**config.mk**
```make
export PLATFORM = sky130hd
export DESIGN_NAME = pid_axis_filtered_derivative
export DESIGN_NICKNAME = d
export VERILOG_FILES = /design/src/rtl/core/pidfd_pkg.sv /design/src/rtl/core/pidfd_div.sv /design/src/rtl/core/pid_axis_filtered_derivative.sv
export SDC_FILE = /design/constraint.sdc
export NUM_CORES = 2
export LEC_CHECK = 0
export BUFFER_PORTS_ARGS = -buffer_cell sky130_fd_sc_hd__buf_2
export CORE_UTILIZATION = 65
export DETAILED_ROUTE_END_ITERATION = 8
export PLACE_DENSITY = 0.89
export SYNTH_ARGS = -nofsm -noshare
export SYNTH_HDL_FRONTEND = slang
export SYNTH_SLANG_ARGS = --single-unit
```
**constraint.sdc**
```tcl
create_clock -name aclk -period 9.1 [get_ports aclk]
set_input_delay 0 -clock aclk [delete_from_list [all_inputs] [get_ports aclk]]
set_output_delay 0 -clock aclk [all_outputs]
set_load 0.1 [all_outputs]
```
**src/rtl/core/pidfd_pkg.sv**
```systemverilog
`timescale 1ns / 1ps
// Shared types and constants of the filtered-derivative PID axis.
// Used by pidfd_div and pid_axis_filtered_derivative; depends on nothing.

package pidfd_pkg;

    // Width of the filtered derivative and its saturation range.
    localparam int DATA_WIDTH = 32;

    localparam int ERR_W    = 32;
    localparam int STEP_W   = 7;
    localparam int GAIN_W   = 16;
    localparam int ALPHA_W  = 17;
    localparam int INTEG_W  = 32;
    localparam int LIMIT_W  = 31;
    localparam int OUT_W    = 32;

    localparam int CFG_IDX_W  = 3;
    localparam int CFG_DATA_W = 32;

    typedef enum logic [CFG_IDX_W-1:0] {
        REG_GAIN_PROP    = 3'd0,
        REG_GAIN_INTEG   = 3'd1,
        REG_GAIN_DERIV   = 3'd2,
        REG_FILTER_ALPHA = 3'd3,
        REG_INTEG_MIN    = 3'd4,
        REG_INTEG_MAX    = 3'd5,
        REG_OUT_LIMIT    = 3'd6
    } cfg_reg_t;

    localparam logic [GAIN_W-1:0]         GAIN_PROP_RST  = 16'd5120;
    localparam logic [GAIN_W-1:0]         GAIN_INTEG_RST = 16'd246;
    localparam logic [GAIN_W-1:0]         GAIN_DERIV_RST = 16'd1147;
    localparam logic [ALPHA_W-1:0]        ALPHA_RST      = 17'd32768;
    localparam logic signed [INTEG_W-1:0] INTEG_MIN_RST  = -32'sd10485760;
    localparam logic signed [INTEG_W-1:0] INTEG_MAX_RST  = 32'sd10485760;
    localparam logic [LIMIT_W-1:0]        OUT_LIMIT_RST  = 31'd26214400;

    localparam logic [STEP_W-1:0]  STEP_MIN  = STEP_W'(1);
    localparam logic [STEP_W-1:0]  STEP_MAX  = STEP_W'(100);
    localparam logic [ALPHA_W-1:0] ALPHA_ONE = ALPHA_W'(65536);

    // Fixed-point scaling.
    localparam int FRAC_GAIN  = 12;
    localparam int FRAC_ALPHA = 16;
    localparam int MS_PER_S   = 1000;
    // Integral increment divides by 4096 * 1000: shift by 12, then divide by 1000.
    localparam int INC_SHIFT  = 12;
    localparam int INC_HALF   = 4096 * 1000 / 2;

    // Shared multiplier operands and product.
    localparam int MA_W   = (DATA_WIDTH + 1 > ERR_W + 1) ? DATA_WIDTH + 1 : ERR_W + 1;
    localparam int MB_W   = GAIN_W + STEP_W;
    localparam int PROD_W = MA_W + MB_W;

    // Term widths (signed).
    localparam int P_W   = ERR_W + 5;
    localparam int D_W   = DATA_WIDTH + 5;
    localparam int INC_W = 36;
    localparam int ACC_W = INC_W + 1;
    localparam int SUM_W = ((P_W > D_W) ? P_W : D_W) + 2;

    // Serial divider: two quotient bits per cycle.
    localparam int DIVD_W    = 44;
    localparam int DIVS_W    = 10;
    localparam int DIV_STEPS = DIVD_W / 2;
    localparam int DIV_CNT_W = $clog2(DIV_STEPS);
    localparam logic [DIV_CNT_W-1:0] DIV_LAST = DIV_CNT_W'(DIV_STEPS - 1);

    // Saturation of the raw derivative quotient.
    localparam int SAT_W = ((DIVD_W > DATA_WIDTH) ? DIVD_W : DATA_WIDTH) + 1;
    localparam logic [SAT_W-1:0] RAW_NEG_MAG = SAT_W'(1) << (DATA_WIDTH - 1);
    localparam logic [SAT_W-1:0] RAW_POS_MAG = RAW_NEG_MAG - SAT_W'(1);
    localparam logic signed [DATA_WIDTH-1:0] RAW_MIN = {1'b1, {(DATA_WIDTH-1){1'b0}}};
    localparam logic signed [DATA_WIDTH-1:0] RAW_MAX = {1'b0, {(DATA_WIDTH-1){1'b1}}};

    typedef struct packed {
        logic              start;
        logic [DIVD_W-1:0] dividend;
        logic [DIVS_W-1:0] divisor;
    } div_req_t;

    typedef struct packed {
        logic              done;
        logic [DIVD_W-1:0] quotient;
    } div_rsp_t;

endpackage

```
**src/rtl/core/pidfd_div.sv**
```systemverilog
`timescale 1ns / 1ps
// Unsigned restoring divider, two quotient bits per cycle, floor quotient.
// Depends on pidfd_pkg for widths and the request/response structs.

module pidfd_div import pidfd_pkg::*; (
    input  logic     aclk,
    input  logic     aresetn,
    input  div_req_t req,
    output div_rsp_t rsp
);

    logic [DIVD_W-1:0]    quo_reg;
    logic [DIVS_W-1:0]    rem_reg;
    logic [DIVS_W-1:0]    div_reg;
    logic [DIV_CNT_W-1:0] cnt_reg;
    logic                 busy_reg;
    logic                 done_reg;

    logic [DIVS_W:0]   r1, r1s, r2, r2s;
    logic              ge1, ge2;
    logic [DIVD_W-1:0] quo_next;
    logic [DIVS_W-1:0] rem_next;

    always_comb begin
        r1       = {rem_reg, quo_reg[DIVD_W-1]};
        ge1      = (r1 >= {1'b0, div_reg});
        r1s      = ge1 ? (r1 - {1'b0, div_reg}) : r1;
        r2       = {r1s[DIVS_W-1:0], quo_reg[DIVD_W-2]};
        ge2      = (r2 >= {1'b0, div_reg});
        r2s      = ge2 ? (r2 - {1'b0, div_reg}) : r2;
        rem_next = r2s[DIVS_W-1:0];
        quo_next = {quo_reg[DIVD_W-3:0], ge1, ge2};
    end

    always_ff @(posedge aclk) begin
        if (req.start) begin
            quo_reg <= req.dividend;
            rem_reg <= '0;
            div_reg <= req.divisor;
        end else if (busy_reg) begin
            quo_reg <= quo_next;
            rem_reg <= rem_next;
        end

        if (!aresetn) begin
            busy_reg <= 1'b0;
            done_reg <= 1'b0;
            cnt_reg  <= '0;
        end else begin
            done_reg <= !req.start && busy_reg && (cnt_reg == DIV_LAST);
            if (req.start) begin
                busy_reg <= 1'b1;
                cnt_reg  <= '0;
            end else if (busy_reg) begin
                cnt_reg <= cnt_reg + 1'b1;
                if (cnt_reg == DIV_LAST) begin
                    busy_reg <= 1'b0;
                end
            end
        end
    end

    assign rsp = '{done: done_reg, quotient: quo_reg};

    // The partial remainder must stay below the divisor between steps.
    ap_rem_bound: assert property (@(posedge aclk) disable iff (!aresetn)
        busy_reg |-> (rem_reg < div_reg))
        else $error("divider remainder not below divisor");

    ap_done_after_busy: assert property (@(posedge aclk) disable iff (!aresetn)
        done_reg |-> ($past(busy_reg) && !busy_reg))
        else $error("divider done without a preceding division");

    ap_no_restart: assert property (@(posedge aclk) disable iff (!aresetn)
        req.start |-> !busy_reg)
        else $error("divider started while busy");

endmodule

```
**src/rtl/core/pid_axis_filtered_derivative.sv**
```systemverilog
`timescale 1ns / 1ps
// One PID axis step with a low-pass filtered derivative, top level.
// Depends on pidfd_pkg and pidfd_div.
//
//   Channel  Direction  Handshake            Payload
//   s_       in         s_valid / s_ready    s_err_in, s_step_ms, s_clear_integ
//   m_       out        m_valid / m_ready    m_correction
//   cfg_     in         cfg_valid/cfg_ready  cfg_index, cfg_data
//
// An input beat occupies the block from acceptance until the result beat is
// valid; s_ready returns in that same cycle. The time is set by two 44-bit
// divisions in the shared radix-4 divider, one for the raw derivative and one
// for the integral increment, plus the passes through the shared 33x23
// multiplier. Reset (aresetn, synchronous, active low) restores the register
// defaults and zeroes the integral, last error and filtered derivative. A
// result that is not taken holds the block in its final state; cfg_ready is
// always high.

module pid_axis_filtered_derivative import pidfd_pkg::*; (
    input  logic                     aclk,
    input  logic                     aresetn,

    input  logic                     s_valid,
    output logic                     s_ready,
    input  logic signed [ERR_W-1:0]  s_err_in,
    input  logic [STEP_W-1:0]        s_step_ms,
    input  logic                     s_clear_integ,

    output logic                     m_valid,
    input  logic                     m_ready,
    output logic signed [OUT_W-1:0]  m_correction,

    input  logic                     cfg_valid,
    output logic                     cfg_ready,
    input  logic [CFG_IDX_W-1:0]     cfg_index,
    input  logic [CFG_DATA_W-1:0]    cfg_data
);

    localparam int DW = DATA_WIDTH;

    // The sequencer walks the terms in a fixed order. The multiplier takes new
    // operands every cycle; its operands and its product are registered, so a product
    // issued in one state passes mul_a_reg/mul_b_reg and then prod_reg before use.
    typedef enum logic [3:0] {
        ST_IDLE,
        ST_P_MUL,
        ST_P_RND,
        ST_IGD,
        ST_RAW_DIV,
        ST_INC_NUM,
        ST_RAW_WAIT,
        ST_FILT_MUL,
        ST_FILT_WAIT,
        ST_FILT_RND,
        ST_D_MUL,
        ST_D_WAIT,
        ST_D_RND,
        ST_INC_WAIT,
        ST_OUT
    } state_t;

    // ------------------------------------------------------------------
    // Configuration registers
    // ------------------------------------------------------------------
    logic [GAIN_W-1:0]         gain_prop_reg;
    logic [GAIN_W-1:0]         gain_integ_reg;
    logic [GAIN_W-1:0]         gain_deriv_reg;
    logic [ALPHA_W-1:0]        filter_alpha_reg;
    logic signed [INTEG_W-1:0] integ_min_reg;
    logic signed [INTEG_W-1:0] integ_max_reg;
    logic [LIMIT_W-1:0]        out_limit_reg;

    assign cfg_ready = 1'b1;

    // Writes to an index past the register list are dropped.
    always_ff @(posedge aclk) begin
        if (!aresetn) begin
            gain_prop_reg    <= GAIN_PROP_RST;
            gain_integ_reg   <= GAIN_INTEG_RST;
            gain_deriv_reg   <= GAIN_DERIV_RST;
            filter_alpha_reg <= ALPHA_RST;
            integ_min_reg    <= INTEG_MIN_RST;
            integ_max_reg    <= INTEG_MAX_RST;
            out_limit_reg    <= OUT_LIMIT_RST;
        end else if (cfg_valid) begin
            case (cfg_index)
                REG_GAIN_PROP:    gain_prop_reg    <= cfg_data[GAIN_W-1:0];
                REG_GAIN_INTEG:   gain_integ_reg   <= cfg_data[GAIN_W-1:0];
                REG_GAIN_DERIV:   gain_deriv_reg   <= cfg_data[GAIN_W-1:0];
                REG_FILTER_ALPHA: filter_alpha_reg <= cfg_data[ALPHA_W-1:0];
                REG_INTEG_MIN:    integ_min_reg    <= $signed(cfg_data[INTEG_W-1:0]);
                REG_INTEG_MAX:    integ_max_reg    <= $signed(cfg_data[INTEG_W-1:0]);
                REG_OUT_LIMIT:    out_limit_reg    <= cfg_data[LIMIT_W-1:0];
                default: begin
                end
            endcase
        end
    end

    // ------------------------------------------------------------------
    // Datapath and sequencer registers
    // ------------------------------------------------------------------
    state_t                    state_reg, state_next;
    logic signed [ERR_W-1:0]   err_reg, err_next;
    logic [ERR_W-1:0]          err_mag_reg, err_mag_next;
    logic [STEP_W-1:0]         dt_reg, dt_next;
    logic                      clr_reg, clr_next;
    logic                      diff_neg_reg, diff_neg_next;
    logic                      filt_neg_reg, filt_neg_next;
    logic [MA_W-1:0]           mul_a_reg, mul_a_next;
    logic [MB_W-1:0]           mul_b_reg, mul_b_next;
    logic [PROD_W-1:0]         prod_reg, prod_next;
    logic signed [P_W-1:0]     p_reg, p_next;
    logic signed [D_W-1:0]     d_reg, d_next;
    logic signed [DW-1:0]      raw_reg, raw_next;
    logic [DIVD_W-1:0]         inc_num_reg, inc_num_next;
    logic signed [INTEG_W-1:0] integ_acc_reg, integ_acc_next;
    logic signed [ERR_W-1:0]   prev_err_reg, prev_err_next;
    logic signed [DW-1:0]      deriv_filt_reg, deriv_filt_next;
    logic                      m_valid_reg, m_valid_next;
    logic signed [OUT_W-1:0]   m_correction_reg, m_correction_next;

    div_req_t div_req;
    div_rsp_t div_rsp;

    pidfd_div u_div (
        .aclk    (aclk),
        .aresetn (aresetn),
        .req     (div_req),
        .rsp     (div_rsp)
    );

    // ------------------------------------------------------------------
    // Arithmetic around the shared units
    // ------------------------------------------------------------------
    logic [ERR_W-1:0]          err_mag_in;
    logic [STEP_W-1:0]         dt_in;
    logic [ALPHA_W-1:0]        alpha_eff;
    logic [PROD_W-1:0]         gain_rnd_sum;
    logic [PROD_W-1:0]         alpha_rnd_sum;
    logic [PROD_W-1:0]         inc_rnd_sum;
    logic [P_W-2:0]            p_mag;
    logic signed [P_W-1:0]     p_val;
    logic signed [ERR_W:0]     diff_s;
    logic [ERR_W:0]            diff_mag;
    logic [SAT_W-1:0]          quot_x;
    logic                      raw_ovf;
    logic signed [DW-1:0]      raw_val;
    logic signed [DW:0]        filt_diff;
    logic [DW:0]               filt_mag;
    logic [DW:0]               filt_step;
    logic signed [DW+1:0]      df_sum;
    logic                      df_ovf;
    logic signed [DW-1:0]      df_val;
    logic [DW-1:0]             df_mag;
    logic [D_W-2:0]            d_mag;
    logic signed [D_W-1:0]     d_val;
    logic signed [INC_W-1:0]   inc_val;
    logic signed [INTEG_W-1:0] integ_base;
    logic signed [ACC_W-1:0]   acc_sum;
    logic signed [INTEG_W-1:0] integ_val;
    logic signed [SUM_W-1:0]   pid_sum;
    logic signed [SUM_W-1:0]   lim_pos;
    logic signed [SUM_W-1:0]   lim_neg;
    logic signed [OUT_W-1:0]   out_val;

    assign prod_next = mul_a_reg * mul_b_reg;

    assign err_mag_in = s_err_in[ERR_W-1] ? ERR_W'(-s_err_in) : ERR_W'(s_err_in);
    assign dt_in = (s_step_ms < STEP_MIN) ? STEP_MIN :
                   (s_step_ms > STEP_MAX) ? STEP_MAX : s_step_ms;
    assign alpha_eff = (filter_alpha_reg > ALPHA_ONE) ? ALPHA_ONE : filter_alpha_reg;

    // All roundings work on magnitudes: add half an LSB, truncate, restore sign.
    assign gain_rnd_sum  = prod_reg + (PROD_W'(1) << (FRAC_GAIN - 1));
    assign alpha_rnd_sum = prod_reg + (PROD_W'(1) << (FRAC_ALPHA - 1));
    assign inc_rnd_sum   = prod_reg + PROD_W'(INC_HALF);

    // Proportional term.
    assign p_mag = gain_rnd_sum[FRAC_GAIN +: P_W-1];
    assign p_val = err_reg[ERR_W-1] ? -$signed({1'b0, p_mag}) : $signed({1'b0, p_mag});

    // Error difference for the raw derivative.
    assign diff_s   = (ERR_W+1)'(err_reg) - (ERR_W+1)'(prev_err_reg);
    assign diff_mag = diff_s[ERR_W] ? -diff_s : diff_s;

    // Raw derivative from the divider, saturated to DW bits.
    assign quot_x  = SAT_W'(div_rsp.quotient);
    assign raw_ovf = diff_neg_reg ? (quot_x > RAW_NEG_MAG) : (quot_x > RAW_POS_MAG);
    always_comb begin
        if (raw_ovf) begin
            raw_val = diff_neg_reg ? RAW_MIN : RAW_MAX;
        end else if (diff_neg_reg) begin
            raw_val = -$signed(DW'(div_rsp.quotient));
        end else begin
            raw_val = $signed(DW'(div_rsp.quotient));
        end
    end

    // First-order filter update, saturated to DW bits.
    assign filt_diff = (DW+1)'(raw_reg) - (DW+1)'(deriv_filt_reg);
    assign filt_mag  = filt_diff[DW] ? -filt_diff : filt_diff;
    assign filt_step = alpha_rnd_sum[FRAC_ALPHA +: DW+1];
    assign df_sum    = (DW+2)'(deriv_filt_reg)
                     + (filt_neg_reg ? -$signed({1'b0, filt_step}) : $signed({1'b0, filt_step}));
    assign df_ovf    = (df_sum[DW+1] != df_sum[DW]) || (df_sum[DW] != df_sum[DW-1]);
    assign df_val    = df_ovf ? (df_sum[DW+1] ? RAW_MIN : RAW_MAX) : df_sum[DW-1:0];

    // Derivative term.
    assign df_mag = deriv_filt_reg[DW-1] ? DW'(-deriv_filt_reg) : DW'(deriv_filt_reg);
    assign d_mag  = gain_rnd_sum[FRAC_GAIN +: D_W-1];
    assign d_val  = deriv_filt_reg[DW-1] ? -$signed({1'b0, d_mag}) : $signed({1'b0, d_mag});

    // Integral update: the clear flag drops the old value before the increment.
    assign inc_val    = err_reg[ERR_W-1] ? -$signed({1'b0, div_rsp.quotient[INC_W-2:0]})
                                         : $signed({1'b0, div_rsp.quotient[INC_W-2:0]});
    assign integ_base = clr_reg ? '0 : integ_acc_reg;
    assign acc_sum    = ACC_W'(integ_base) + ACC_W'(inc_val);
    always_comb begin
        if (acc_sum < ACC_W'(integ_min_reg)) begin
            integ_val = integ_min_reg;
        end else if (acc_sum > ACC_W'(integ_max_reg)) begin
            integ_val = integ_max_reg;
        end else begin
            integ_val = acc_sum[INTEG_W-1:0];
        end
    end

    // Output sum, formed at full width and clamped symmetrically.
    assign pid_sum = SUM_W'(p_reg) + SUM_W'(integ_acc_reg) + SUM_W'(d_reg);
    assign lim_pos = SUM_W'($signed({1'b0, out_limit_reg}));
    assign lim_neg = -lim_pos;
    always_comb begin
        if (pid_sum < lim_neg) begin
            out_val = lim_neg[OUT_W-1:0];
        end else if (pid_sum > lim_pos) begin
            out_val = lim_pos[OUT_W-1:0];
        end else begin
            out_val = pid_sum[OUT_W-1:0];
        end
    end

    // ------------------------------------------------------------------
    // Sequencer
    // ------------------------------------------------------------------
    always_comb begin
        state_next        = state_reg;
        err_next          = err_reg;
        err_mag_next      = err_mag_reg;
        dt_next           = dt_reg;
        clr_next          = clr_reg;
        diff_neg_next     = diff_neg_reg;
        filt_neg_next     = filt_neg_reg;
        mul_a_next        = mul_a_reg;
        mul_b_next        = mul_b_reg;
        p_next            = p_reg;
        d_next            = d_reg;
        raw_next          = raw_reg;
        inc_num_next      = inc_num_reg;
        integ_acc_next    = integ_acc_reg;
        prev_err_next     = prev_err_reg;
        deriv_filt_next   = deriv_filt_reg;
        m_valid_next      = m_valid_reg;
        m_correction_next = m_correction_reg;

        // Raw derivative: round(|diff| * 1000 / dt), the half divisor added first.
        div_req.start    = 1'b0;
        div_req.dividend = prod_reg[DIVD_W-1:0] + DIVD_W'(dt_reg >> 1);
        div_req.divisor  = DIVS_W'(dt_reg);

        if (m_valid_reg && m_ready) begin
            m_valid_next = 1'b0;
        end

        case (state_reg)
            ST_IDLE: begin
                if (s_valid) begin
                    err_next     = s_err_in;
                    err_mag_next = err_mag_in;
                    dt_next      = dt_in;
                    clr_next     = s_clear_integ;
                    mul_a_next   = MA_W'(err_mag_in);
                    mul_b_next   = MB_W'(gain_prop_reg);
                    state_next   = ST_P_MUL;
                end
            end
            ST_P_MUL: begin
                mul_a_next = MA_W'(gain_integ_reg);
                mul_b_next = MB_W'(dt_reg);
                state_next = ST_P_RND;
            end
            ST_P_RND: begin
                p_next        = p_val;
                diff_neg_next = diff_s[ERR_W];
                mul_a_next    = MA_W'(diff_mag);
                mul_b_next    = MB_W'(MS_PER_S);
                state_next    = ST_IGD;
            end
            ST_IGD: begin
                mul_a_next = MA_W'(err_mag_reg);
                mul_b_next = prod_reg[MB_W-1:0];
                state_next = ST_RAW_DIV;
            end
            ST_RAW_DIV: begin
                div_req.start = 1'b1;
                state_next    = ST_INC_NUM;
            end
            ST_INC_NUM: begin
                inc_num_next = inc_rnd_sum[INC_SHIFT +: DIVD_W];
                state_next   = ST_RAW_WAIT;
            end
            ST_RAW_WAIT: begin
                if (div_rsp.done) begin
                    raw_next         = raw_val;
                    div_req.start    = 1'b1;
                    div_req.dividend = inc_num_reg;
                    div_req.divisor  = DIVS_W'(MS_PER_S);
                    state_next       = ST_FILT_MUL;
                end
            end
            ST_FILT_MUL: begin
                filt_neg_next = filt_diff[DW];
                mul_a_next    = MA_W'(filt_mag);
                mul_b_next    = MB_W'(alpha_eff);
                state_next    = ST_FILT_WAIT;
            end
            ST_FILT_WAIT: begin
                state_next = ST_FILT_RND;
            end
            ST_FILT_RND: begin
                deriv_filt_next = df_val;
                state_next      = ST_D_MUL;
            end
            ST_D_MUL: begin
                mul_a_next = MA_W'(df_mag);
                mul_b_next = MB_W'(gain_deriv_reg);
                state_next = ST_D_WAIT;
            end
            ST_D_WAIT: begin
                state_next = ST_D_RND;
            end
            ST_D_RND: begin
                d_next     = d_val;
                state_next = ST_INC_WAIT;
            end
            ST_INC_WAIT: begin
                if (div_rsp.done) begin
                    integ_acc_next = integ_val;
                    state_next     = ST_OUT;
                end
            end
            ST_OUT: begin
                if (!m_valid_reg || m_ready) begin
                    m_valid_next      = 1'b1;
                    m_correction_next = out_val;
                    prev_err_next     = err_reg;
                    state_next        = ST_IDLE;
                end
            end
            default: begin
                state_next = ST_IDLE;
            end
        endcase
    end

    always_ff @(posedge aclk) begin
        err_reg          <= err_next;
        err_mag_reg      <= err_mag_next;
        dt_reg           <= dt_next;
        clr_reg          <= clr_next;
        diff_neg_reg     <= diff_neg_next;
        filt_neg_reg     <= filt_neg_next;
        mul_a_reg        <= mul_a_next;
        mul_b_reg        <= mul_b_next;
        prod_reg         <= prod_next;
        p_reg            <= p_next;
        d_reg            <= d_next;
        raw_reg          <= raw_next;
        inc_num_reg      <= inc_num_next;
        m_correction_reg <= m_correction_next;

        if (!aresetn) begin
            state_reg      <= ST_IDLE;
            m_valid_reg    <= 1'b0;
            integ_acc_reg  <= '0;
            prev_err_reg   <= '0;
            deriv_filt_reg <= '0;
        end else begin
            state_reg      <= state_next;
            m_valid_reg    <= m_valid_next;
            integ_acc_reg  <= integ_acc_next;
            prev_err_reg   <= prev_err_next;
            deriv_filt_reg <= deriv_filt_next;
        end
    end

    assign s_ready      = (state_reg == ST_IDLE);
    assign m_valid      = m_valid_reg;
    assign m_correction = m_correction_reg;

    // ------------------------------------------------------------------
    // Assertions
    // ------------------------------------------------------------------
    // With ordered limits, a freshly updated integral lies between them.
    ap_integ_range: assert property (@(posedge aclk) disable iff (!aresetn)
        ($past(aresetn) && $past(state_reg) == ST_INC_WAIT && $past(div_rsp.done)
            && $past(integ_min_reg) <= $past(integ_max_reg))
        |-> (integ_acc_reg >= $past(integ_min_reg) && integ_acc_reg <= $past(integ_max_reg)))
        else $error("integral outside its clamp after update");

    // A new result never exceeds the output limit in magnitude.
    ap_out_limit: assert property (@(posedge aclk) disable iff (!aresetn)
        $rose(m_valid_reg)
        |-> ($signed({m_correction_reg[OUT_W-1], m_correction_reg})
               <= $signed({2'b0, $past(out_limit_reg)})
            && $signed({m_correction_reg[OUT_W-1], m_correction_reg})
               >= -$signed({2'b0, $past(out_limit_reg)})))
        else $error("correction outside the output limit");

    // The divider only finishes while the sequencer waits for it.
    ap_div_done_state: assert property (@(posedge aclk) disable iff (!aresetn)
        div_rsp.done |-> (state_reg == ST_RAW_WAIT || state_reg == ST_INC_WAIT))
        else $error("divider finished outside a wait state");

endmodule
```
Word level (Yosys, flattened, before mapping):

Cells that the tools add are included.

* register bits after elaboration: 700
* output and inout bits: 35
* logic and storage cells: 167
* bits of input ports: 80

* reductions and logical operators: 26
* multiply operators: 1
* equal/unequal tests: 27
* bitwise gates (word level): 1
* order comparisons: 11
* add/subtract/negate cells: 22
* muxes and demuxes: 43

Operators by type and width (count)
* two-way mux 32 bit: 12
* case mux 33 bit (6 select lines): 1
* case mux 23 bit (6 select lines): 1
* two-way mux 36 bit: 3
* two-way mux 33 bit: 3
* negator 32 bit: 3
* two-way mux 44 bit: 2
* negator 33 bit: 2
* subtractor 32 x 32 -> 33 bit: 2
* case mux 4 bit (15 select lines): 1
* adder 56 x 21 -> 56 bit, second input constant: 1
* multiplier 33 x 23 -> 56 bit: 1
* two-way mux 55 bit: 1
* two-way mux 54 bit: 1
* adder 49 x 16 -> 49 bit, second input constant: 1
* adder 48 x 12 -> 48 bit, second input constant: 1
* adder 44 x 6 -> 44 bit: 1
* greater-than comparator 44 x 31 -> 1 bit, second input constant: 1
* greater-than comparator 44 x 32 -> 1 bit, second input constant: 1
* adder 38 x 37 -> 39 bit: 1
* greater-than comparator 39 x 32 -> 1 bit: 1
* < comparator 39 bit: 1
* negator 31 -> 39 bit: 1
* adder 37 x 32 -> 38 bit: 1
* 43 further kinds: 87

Logic depth before layout (Yosys ltp):

* depth after elaboration: 7
* depth in mapped cells: 35
* mapped depth without buffers: 33

By module:

A second synthesis with hierarchy kept.

* cell total of the unflattened synthesis: 8763
* area total of the unflattened synthesis: 75212.1 µm²

By module, submodules not included
* pid_axis_filtered_derivative: instances 1, cells an instance 8423, area each 71198.3 µm²
* pidfd_div: instances 1, cells an instance 340, area each 4013.8 µm²

Worst setup path after synthesis:

Ideal clock, no wire load.

* path kind: reg-to-reg
* from: reg u_div.quo_reg[0]
* to: reg integ_acc_reg[31]
* library setup time: 0.121 ns
* period minus slack after synthesis: 7.580 ns
* arrival time: 7.459 ns
* cell stages (with the launch flop): 35
* path slack: 1.520 ns
* cells stage by stage: edfxtp_1 inv_1 ha_1 or3b_2 or3_1 or3_1 or3_1 or3_1 or3_1 nand2_1 xnor2_1 ha_1 a21o_1 a21o_1 a21oi_1 and3b_1 a211oi_1 or3_1 o211ai_1 and4_1 o31a_1 nor2_1 xnor2_1 ha_1 a21o_1 a21o_1 a21oi_1 o211ai_1 a211oi_1 a211o_1 clkbuf_1 clkbuf_1 nand2_1 o31ai_1 nor2_1

* cells in the longest elaborated chain, start to end: 6

Ends and longest elaborated chain
* start: declaration: RTL line pidfd_div.sv:12 `logic [DIVD_W-1:0] quo_reg;`
* start signal: assignment: RTL line pidfd_div.sv:37 `quo_reg <= req.dividend;`
* start signal: assignment: RTL line pidfd_div.sv:41 `quo_reg <= quo_next;`
* negator 35 -> 36 bit: RTL line pid_axis_filtered_derivative.sv:215 `assign inc_val = err_reg[ERR_W-1] ? -$signed({1'b0, div_rsp.quotient[INC_W-2:0]})`
* two-way mux 36 bit (*): RTL line pid_axis_filtered_derivative.sv:215
* adder 32 x 36 -> 37 bit (*): RTL line pid_axis_filtered_derivative.sv:218 `assign acc_sum = ACC_W'(integ_base) + ACC_W'(inc_val);`
* greater-than comparator 37 x 32 -> 1 bit: RTL line pid_axis_filtered_derivative.sv:222 `end else if (acc_sum > ACC_W'(integ_max_reg)) begin`
* two-way mux 32 bit: RTL line pid_axis_filtered_derivative.sv:222
* two-way mux 32 bit (*): RTL line pid_axis_filtered_derivative.sv:220 `if (acc_sum < ACC_W'(integ_min_reg)) begin`
* end signal: assignment: RTL line pid_axis_filtered_derivative.sv:391 `integ_acc_reg <= integ_acc_next;`
* end: declaration: RTL line pid_axis_filtered_derivative.sv:117 `logic signed [INTEG_W-1:0] integ_acc_reg, integ_acc_next;`

Mark *: on every way between the ends. The rest lies on a longest branch, timed or not.
A chain may end at the register's enable or synchronous reset.

Worst setup path after layout:

* from: reg mul_b_reg[11]
* to: reg prod_reg[55]

* cells in the longest elaborated chain, start to end: 1

Ends and longest elaborated chain
* start: declaration: RTL line pid_axis_filtered_derivative.sv:111 `logic [MB_W-1:0] mul_b_reg, mul_b_next;`
* start signal: assignment: RTL line pid_axis_filtered_derivative.sv:374 `mul_b_reg <= mul_b_next;`
* multiplier 33 x 23 -> 56 bit: RTL line pid_axis_filtered_derivative.sv:167 `assign prod_next = mul_a_reg * mul_b_reg;`
* net prod_next[55]: RTL line pid_axis_filtered_derivative.sv:112 `logic [PROD_W-1:0] prod_reg, prod_next;`
* end signal: assignment: RTL line pid_axis_filtered_derivative.sv:375 `prod_reg <= prod_next;`
* end: declaration: RTL line pid_axis_filtered_derivative.sv:112

The timed path passes the listed nets, and every way through them passes these cells.

==> flow_metrics.env <==
export IMPL_vias_per_cell=6.64
export IMPL_relSlewSlack=0.0364
export IMPL_layout_commonest_cell="nand2_1"
export IMPL_die_w_um=342
export IMPL_dp_hpwl_mm=188
export IMPL_cp_startpoint="mul_b_reg[11]"
export IMPL_grtUsageTotal=0.428
export IMPL_mappedNetlistArea_mm2=0.0750
export IMPL_clock_sinks=697
export IMPL_syn_area_per_cell_um2=8.59
export IMPL_buffer_ports_inserted=113
export IMPL_globalplace_congestion=1.05
export IMPL_synth_edf_count=363
export IMPL_hold_path_class="in2reg"
export IMPL_cp_start_kind="flop"
export IMPL_fmax_mhz=115
export IMPL_crit_path_top_delay_cell="edfxtp_1"
export IMPL_ys_seq_elements=697
export IMPL_drive_above_1_share=0.0568
export IMPL_max_cap_viol_count=0
export IMPL_antenna_found_initial=22
export IMPL_ys_warn_count=0
export IMPL_fill_cells=8471
export IMPL_most_common_layout_cells="nand2_1 (1325), inv_1 (963), fa_1 (693), ha_1 (534), a21oi_1 (523)"
export IMPL_post_drt_wl_per_cell_um=24.6
export IMPL_htree_levels=3
export IMPL_min_from="s_err_in[29]"
export IMPL_num_vias=68212
export IMPL_crit_fanout=21
export IMPL_initial_core_util=0.655
export IMPL_largest_reg_flops=56
export IMPL_core_mm2=0.114
export IMPL_synthesis_nets=10034
export IMPL_root_buffer="clkbuf_16"
export IMPL_cts_tree="done"
export IMPL_yosys_most_used_dff="edfxtp_1"
export IMPL_drt_wl_total_mm=252
export IMPL_fin_crit_ns=8.69
export IMPL_clock_path_buffers=3
export IMPL_seq_area_frac_synth=0.235
export IMPL_synth_distinct_cells=111
export IMPL_grt_max_degree=90
export IMPL_grt_pass1_wl_mm=384
export IMPL_tns_ns=0
export IMPL_drtPass1Iterations=7
export IMPL_rsz0062_at_grt="no"
export IMPL_worst_pin_slew_ns=1.44
export IMPL_setup_viol=0
export IMPL_crit_buf_inv=7
export IMPL_critical_path_top_delay_family="adder cells"
export IMPL_clkTransAtPathRegs_ns=0.06
export IMPL_post_route_drc_count=0
export IMPL_hold_violations=0
export IMPL_reg2reg_from="mul_b_reg[11]"
export IMPL_ant_nets=0
export IMPL_slew_violations=0
export IMPL_die_area_mm2=0.117
export IMPL_rows=124
export IMPL_status="finished clean"
export IMPL_finalNetCount=9989
export IMPL_period_share=0.955
export IMPL_cp_arrival_ns=9.23
export IMPL_max_stage_delay_ns=1.13
export IMPL_grt_ovfl_total=0
export IMPL_drt_iter0_drc=8707
export IMPL_dieHeight_um=342
export IMPL_crit_top_cell="fa_1"
export IMPL_skew_ns=0.0641
export IMPL_grt_pass1_vias=67354
export IMPL_critPathCaptureType="flop"
export IMPL_ys_async_sr_fraction=0
export IMPL_clk_latency_ns=0.72
export IMPL_worstPathRequired_ns=9.64
export IMPL_syn2layout_area_growth_pct=7.29
export IMPL_numCtsBuffers=82
export IMPL_final_cells=10275
export IMPL_path_class="reg2reg"
export IMPL_io_pins=115
export IMPL_syn_inst=8727
export IMPL_placed_cells=10024
[cells by family after synthesis]
family,count (synthesis),synth area share
AO/OA/AOI/OAI,1753,0.152
XOR/XNOR,591,0.0692
adder cells (fa/ha/maj),1227,0.274
buffers and inverters,1423,0.0720
flip-flops,697,0.235
multiplexers,59,0.00811
other,1,0.0000500
AND/OR/NAND/NOR,2976,0.189
[synth_stat cells, types with 27 or more instances]
cell | instances | share of area
or3_1 | 65 | 0.0054
xor2_1 | 186 | 0.022
or4_1 | 35 | 0.0035
a221oi_1 | 42 | 0.0049
o21bai_1 | 35 | 0.0035
a211oi_1 | 46 | 0.0046
mux2i_1 | 45 | 0.0060
o22ai_1 | 36 | 0.0030
clkbuf_1 | 391 | 0.020
nor2_1 | 453 | 0.023
o211ai_1 | 62 | 0.0062
nor3_1 | 108 | 0.0072
nand2_1 | 1327 | 0.066
o31ai_1 | 61 | 0.0061
o21a_1 | 47 | 0.0047
and4_1 | 28 | 0.0033
nand4_1 | 112 | 0.0093
nor4_1 | 47 | 0.0039
or2_2 | 27 | 0.0023
ha_1 | 534 | 0.089
buf_1 | 32 | 0.0016
fa_1 | 693 | 0.19
a311oi_1 | 35 | 0.0041
a31oi_1 | 58 | 0.0048
xnor2_1 | 404 | 0.047
edfxtp_1 | 363 | 0.15
nand3_1 | 145 | 0.0097
and3_1 | 42 | 0.0035
nand2b_1 | 60 | 0.0050
a21o_1 | 164 | 0.016
inv_1 | 966 | 0.048
dfxtp_1 | 334 | 0.089
o21ai_0 | 336 | 0.022
a21oi_1 | 523 | 0.035
nor2b_1 | 89 | 0.0074
a21boi_0 | 61 | 0.0061
and2_1 | 372 | 0.031
[layout make-up]
type | count | area (um2) | share of cell area
multi-input combinational | 6607 | 52100 | 0.648
sequential | 697 | 17600 | 0.219
inverter | 971 | 3650 | 0.0454
timing repair buffer | 323 | 2360 | 0.0294
clock buffer | 105 | 2260 | 0.0281
tap | 1512 | 1890 | 0.0235
clock inverter | 48 | 539 | 0.00671
antenna | 12 | 30.0 | 0.000373
[per-layer routing]
layer | track usage | vias to the layer above | part of all wire
li1 | - | 29417 | -
met2 | 0.630 | 4931 | 0.42
met1 | 0.542 | 32578 | 0.36
met3 | 0.150 | 1262 | 0.15
met4 | 0.259 | 24 | 0.071
met5 | 0.00368 | - | 0.00099
[worst register-to-register path, cell delays in order (launching register included)]
cell and delay [ns]:
edfxtp_1 1.13, buf_4 0.37, and2_1 0.19, fa_1 0.42, inv_1 0.10, fa_1 0.38
inv_1 0.09, fa_1 0.43, fa_1 0.54, fa_1 0.56, fa_1 0.56, inv_1 0.06
fa_1 0.54, inv_1 0.05, ha_1 0.41, and4_1 0.27, and2_1 0.28, nand4_1 0.12
nor3_1 0.05, nor4_1 0.55, buf_4 0.25, o31ai_1 0.11, o41ai_1 0.40, buf_4 0.19
o211a_1 0.22, a41oi_1 0.16, xnor2_1 0.15
[path summary, 6_finish.rpt]
kind / to / slack, ns / depth (start not counted)
setup reg to reg: prod_reg[55] / 0.41 / 26
hold reg to reg: gain_prop_reg[5] / 0.46 / 2
setup / recovery: prod_reg[55] / 0.41 / 26
hold / removal: err_reg[29] / 0.06 / 2
[what timing repair did]
| item | in CTS | in global routing |
|---|---|---|
| endpoints found under the setup margin | 0 | 18 |
| hold buffers | 86 | 0 |
| setup buffers | 0 | 0 |
| resized for setup | 0 | 4 |
| hold endpoints to repair | 296 | 0 |
[through the flow]
stage / hold WS (ns) / area, um2 / utilization / setup slack [ns]
after floorplan: 0.0989 / 75000 / - / 1.52
after global placement: 0.228 / 76700 / 0.671 / 0.737
after detailed placement: 0.227 / 76700 / 0.671 / 0.435
after CTS: 0.0376 / 80400 / 0.703 / 0.310
after global routing: 0.0441 / 80400 / 0.703 / 0.0392
final: 0.0596 / 80400 / 0.703 / 0.413
Power is not shown: default switching activity piles up to over one toggle a cycle in this logic, so the estimate is an artifact.
